**config.mk**
```make
export PLATFORM = sky130hd
export DESIGN_NAME = dlcg_div_lane
export DESIGN_NICKNAME = d
export VERILOG_FILES = /design/src/sv/distance_link_contact_generator_unit_macros.svh /design/src/sv/dlcg_pkg.sv /design/src/sv/dlcg_div_lane.sv
export SDC_FILE = /design/constraint.sdc
export NUM_CORES = 2
export LEC_CHECK = 0
export BUFFER_PORTS_ARGS = -buffer_cell sky130_fd_sc_hd__buf_2
export CAP_MARGIN = 30
export CELL_PAD_IN_SITES_DETAIL_PLACEMENT = 1
export CELL_PAD_IN_SITES_GLOBAL_PLACEMENT = 1
export CORE_ASPECT_RATIO = 0.5
export CORE_UTILIZATION = 45
export CTS_BUF_LIST = sky130_fd_sc_hd__clkbuf_16
export DETAILED_ROUTE_END_ITERATION = 8
export HOLD_SLACK_MARGIN = 0.15
export PLACE_DENSITY_LB_ADDON = 0.1
export SKIP_LAST_GASP = 1
export SYNTH_ARGS = -nofsm -noshare
export SYNTH_HDL_FRONTEND = slang
export SYNTH_SLANG_ARGS = --single-unit
export TNS_END_PERCENT = 50
```
**constraint.sdc**
```tcl
create_clock -name clk -period 3.5 [get_ports clk]
set_clock_uncertainty 0.15 [all_clocks]
set_input_delay 0 -clock clk [delete_from_list [all_inputs] [get_ports clk]]
set_output_delay 0 -clock clk [all_outputs]
set_load 0.05 [all_outputs]
```
**src/sv/distance_link_contact_generator_unit_macros.svh**
```systemverilog
// ----------------------------------------------------------------------------
// Distance link contact generator - assertion macros
// Immediate-implication and next-cycle checks, sampled on clk, off in reset.
// ----------------------------------------------------------------------------
`ifndef DISTANCE_LINK_CONTACT_GENERATOR_UNIT_MACROS_SVH
`define DISTANCE_LINK_CONTACT_GENERATOR_UNIT_MACROS_SVH

// Consequent must hold in the same cycle as the antecedent.
`define DLCG_ASSERT_NOW(lbl, ante, cons) \
	lbl: assert property (@(posedge clk) disable iff (!arst_n) (ante) |-> (cons)) \
	else $error("dlcg check failed");

// Consequent must hold in the cycle after the antecedent.
`define DLCG_ASSERT_NEXT(lbl, ante, cons) \
	lbl: assert property (@(posedge clk) disable iff (!arst_n) (ante) |=> (cons)) \
	else $error("dlcg check failed");

`endif

```
**src/sv/dlcg_pkg.sv**
```systemverilog
`timescale 1ns / 1ps
// ----------------------------------------------------------------------------
// dlcg_pkg
// Widths, constants and stage records shared by the link contact generator.
// ----------------------------------------------------------------------------
package dlcg_pkg;

	localparam int CW  = 32;          // coordinate width
	localparam int FB  = 16;          // fraction bits
	localparam int IW  = 16;          // particle id width
	localparam int BW  = 17;          // restitution width
	localparam int DW  = CW + 1;      // coordinate difference / magnitude width
	localparam int SW  = 2 * DW;      // squared distance width
	localparam int RW  = DW;          // square root width
	localparam int QW  = FB + 1;      // normal quotient width
	localparam int NW  = FB + 2;      // signed normal width
	localparam int LAT = 3 + RW + 1 + QW + 1;

	localparam logic signed [NW-1:0] NORM_ONE = NW'(1) <<< FB;

	localparam logic OP_CABLE = 1'b0;
	localparam logic OP_ROD   = 1'b1;

	typedef struct packed {
		logic          op;
		logic          anch;
		logic [IW-1:0] id_a;
		logic [IW-1:0] id_b;
		logic [2:0]    sgn;
		logic [DW-1:0] mag_x;
		logic [DW-1:0] mag_y;
		logic [DW-1:0] mag_z;
		logic [CW-1:0] target;
		logic [BW-1:0] bounce;
	} side_t;

	typedef struct packed {
		logic          hit;
		logic          flip;
		logic          len_zero;
		logic          op;
		logic          anch;
		logic [IW-1:0] id_a;
		logic [IW-1:0] id_b;
		logic [2:0]    sgn;
		logic [CW-1:0] pen;
		logic [BW-1:0] bounce;
	} tail_t;

endpackage

```
**src/sv/dlcg_div_lane.sv**
```systemverilog
`timescale 1ns / 1ps
// ----------------------------------------------------------------------------
// dlcg_div_lane
// Pipelined restoring divider: q = (m << FB) / len, one quotient bit a stage.
// ----------------------------------------------------------------------------
module dlcg_div_lane
	import dlcg_pkg::*;
(
	input  logic          clk,
	input  logic          en,
	input  logic [DW-1:0] m,
	input  logic [DW-1:0] len,
	output logic [QW-1:0] q
);

	logic [DW:0]   rem_s [QW];
	logic [DW-1:0] len_s [QW];
	logic [QW-1:0] q_s   [QW];

	for (genvar k = 0; k < QW; k++) begin : g_step
		logic [DW:0]   rem_in;
		logic [DW-1:0] len_in;
		logic [QW-1:0] q_in;
		logic          take;
		logic [DW:0]   rem_new;

		if (k == 0) begin : g_first
			assign rem_in = {1'b0, m};
			assign len_in = len;
			assign q_in   = '0;
		end else begin : g_next
			assign rem_in = rem_s[k-1];
			assign len_in = len_s[k-1];
			assign q_in   = q_s[k-1];
		end

		assign take    = rem_in >= {1'b0, len_in};
		assign rem_new = take ? rem_in - {1'b0, len_in} : rem_in;

		always_ff @(posedge clk) begin
			if (en) begin
				rem_s[k] <= {rem_new[DW-1:0], 1'b0};
				len_s[k] <= len_in;
				q_s[k]   <= {q_in[QW-2:0], take};
			end
		end
	end

	assign q = q_s[QW-1];

endmodule

```
==> results.md <==
* Status: finished with violations
* Violations in the final reports: setup timing
* Yosys reg bits at 1,209
* Register cell area after layout at 36,300 um^2
* Number of synthesized flops with an enable pin at 1,209
* Final Max Slew Viols at 0
* Dpl ws at -0.6515 ns
* Port buffer count at 84
* Final Hold Vio Count at 0
* Critical path endpoint category: flop
* Synth async-reset ratio at 0
* P_sw at 32.08 mW
* Placement row count at 102
* Largest net degree at the start of global routing at 140
* Area of the multi-input gates at 33,880 um^2
* Worst skew pair latency at 0.72 ns
* Design Power at 83.96 mW
* Syn_nets at 7,174
* CTS Sinks at 1,209
* Slew @ Worst Pin at 0.8058 ns
* Combinational power share at 0.562
* Max_cap viols at 0
* Mapped Cells at 6,530
* Core area at 155,600 um^2
* Initial antenna violation count at 0
* Num CTS Buffers at 116
* Most common cell after layout, fill and taps aside: edfxtp_1
* Routed WL at 193,900 um
* Final worst-path cycle share at 1.101
* Register area share after synthesis at 0.5119
* Via density at 5.411
* Die Width at 563.5 um
* CP bufs+invs at 3
* I/O pins at 85
* Root buffer cell: clkbuf_16
* Tot GR Track Use at 0.2329
* RSZ-0062 raised after global routing: yes
* Pre-antenna DRT Iters at 5
* Final setup fails at 259
* Warnings, synthesis at 0
* Worst setup SP type: flop
* Power Density at 930.8 nW/um^2
* ANT nets after route at 0
* R2R Setup Slk at -0.35 ns
* Commonest cells after routing, fill and taps aside: edfxtp_1 (1,209), buf_4 (904), inv_1 (698)
* Cell Count Post-Placement at 9,351
* H-tree depth at 3
* Initial Utilization at 0.4559
* Syn avg cell area at 10.86 um^2
* Die area at 159,300 um^2
* DRC at 0
* Fin cells at 9,910
* Clock transition at path regs at 0.06 ns
* Worst EP arrival at 4.17 ns
* Post-route minimum period at 3.854 ns
* Ys flop type: edfxtp_1
* Synth cell types at 85
* Critical-path top delay cell: o41ai_2
* Routed WL per cell at 19.57 um
* Max Clock Freq at 0.2595 GHz
* Post-Route Setup TNS at -35.82 ns
* Rel. slew slack at 0.4628
* Worst VDD drop at 458.2 uV
* Min-delay worst type: reg -> reg
* CTS tree: done
* Synthesized cell area at 70,930 um^2
* CTS Buffer Depth at 3
* Filler instances at 16,260
* Die Ht at 282.7 um
* Layout cell share with drive strength beyond 1 at 0.2404
* RePlAce Congestion at 0.9616
* Crit Path Max Fanout at 8
* Vias in the first global route at 57,770
* Via count at 53,630
* Global-route wire length before repair at 298,900 um
* Critical path's top delay family: compound AO/OA/AOI/OAI gates
* Starting DRC count in detailed routing at 2,497
* CP Class: reg -> reg
* Grt total ovfl at 0
* PnR worst setup slack at -0.3540 ns
* Synthesis-to-finish area growth at 27.18%
* Clk pwr share at 0.149
* Cells along the critical path: inv_2 > ha_4 > a211oi_2 > nor2_2 > o41ai_2 > nand3_2 > a31o_4 > a221oi_4 > o21ai_2 > nor2b_4 > a21oi_2 > a2111oi_4 > buf_6 > clkbuf_16 > mux2_4
* Lkg Pwr at 38.52 nW
* # diodes at 0
* Fin nets at 8,382
* CP Data Required Time at 3.82 ns
* Hpwl dp at 134,900 um
* Critical Path Max Stage Delay at 0.44 ns
* Flop pwr share at 0.290
* Internal power at 51.88 mW
* Switching portion of total power at 0.3821
[cell type report]
| class | instances | area share |
|---|---|---|
| sequential | 1209 | 0.4025 |
| multi-input combinational | 4460 | 0.3756 |
| timing repair buffer | 1256 | 0.1232 |
| clock buffer | 119 | 0.03301 |
| inverter | 695 | 0.02895 |
| tap | 2080 | 0.02885 |
| clock inverter | 91 | 0.007851 |
[per-stage QoR]
stage	utilization	hold slack, ns	instance area, um^2
finish	0.5798	0.2677	90200
global route	0.5798	0.2673	90200
CTS	0.5641	0.2209	87760
detailed placement	0.5146	0.05350	80060
global placement	0.5146	0.04902	80060
floorplan	-	-0.05113	71080
[per-layer routing]
metal | global-route usage | wire length, um | vias up
met2 | 0.4462 | 102000 | 836
li1 | - | - | 26170
met5 | 0 | 0 | -
met4 | 0.1184 | 10680 | 0
met1 | 0.2560 | 77040 | 26110
met3 | 0.02424 | 4229 | 518
[registers in the layout (all words and copies together) (netlist names)]
name,flops
rem_s,528
q_s,153
len_s,528
[worst paths after layout]
kind                start           end  depth (start not counted)
max          len_s[0][40]  rem_s[0][84]                         15
min           q_s[0][204]   q_s[0][222]                          0
max reg2reg  len_s[0][40]  rem_s[0][84]                         15
min reg2reg   q_s[0][204]   q_s[0][222]                          0
[Yosys cell counts, drive strengths merged, types with 87 or more instances]
cell type,instances,share of area
a21o,278,0.029
a21oi,585,0.041
clkbuf,139,0.0074
edfxtp,1209,0.51
ha,560,0.099
inv,695,0.037
mux2,157,0.025
nand2,484,0.026
nand3,111,0.0078
nor2,344,0.018
nor2b,87,0.0078
o21ai,492,0.035
xnor2,261,0.032
xor2,196,0.024
[cell families after synthesis]
kind of cell / Yosys count / synth area share
AO/OA/AOI/OAI: 1854 / 0.1624
XOR/XNOR: 457 / 0.05643
adder cells (fa/ha/maj): 576 / 0.1033
buffers and inverters: 862 / 0.04640
flip-flops: 1209 / 0.5119
multiplexers: 165 / 0.02606
AND/OR/NAND/NOR: 1407 / 0.09357
[power groups by stage]
stage	logic [mW]	clock network, mW	registers [mW]
floorplan	25.9	0	23.3
global placement	37.2	0	24.3
detailed placement	38.8	0	24.4
CTS	43.6	12.8	24.2
global route	51.2	13.3	24.7
finish	47.2	12.5	24.3
[timing repair]
item | 4_1_cts | 5_1_grt
gates cloned | 30 | 23
gates resized for setup | 332 | 383
pin swaps | 102 | 143
hold buffers | 135 | 0
hold endpoints to repair | 1276 | 0
endpoints found under the setup margin | 466 | 531
buffers inserted | 78 | 101
No activity file was read; power rests on OpenSTA's default activity.
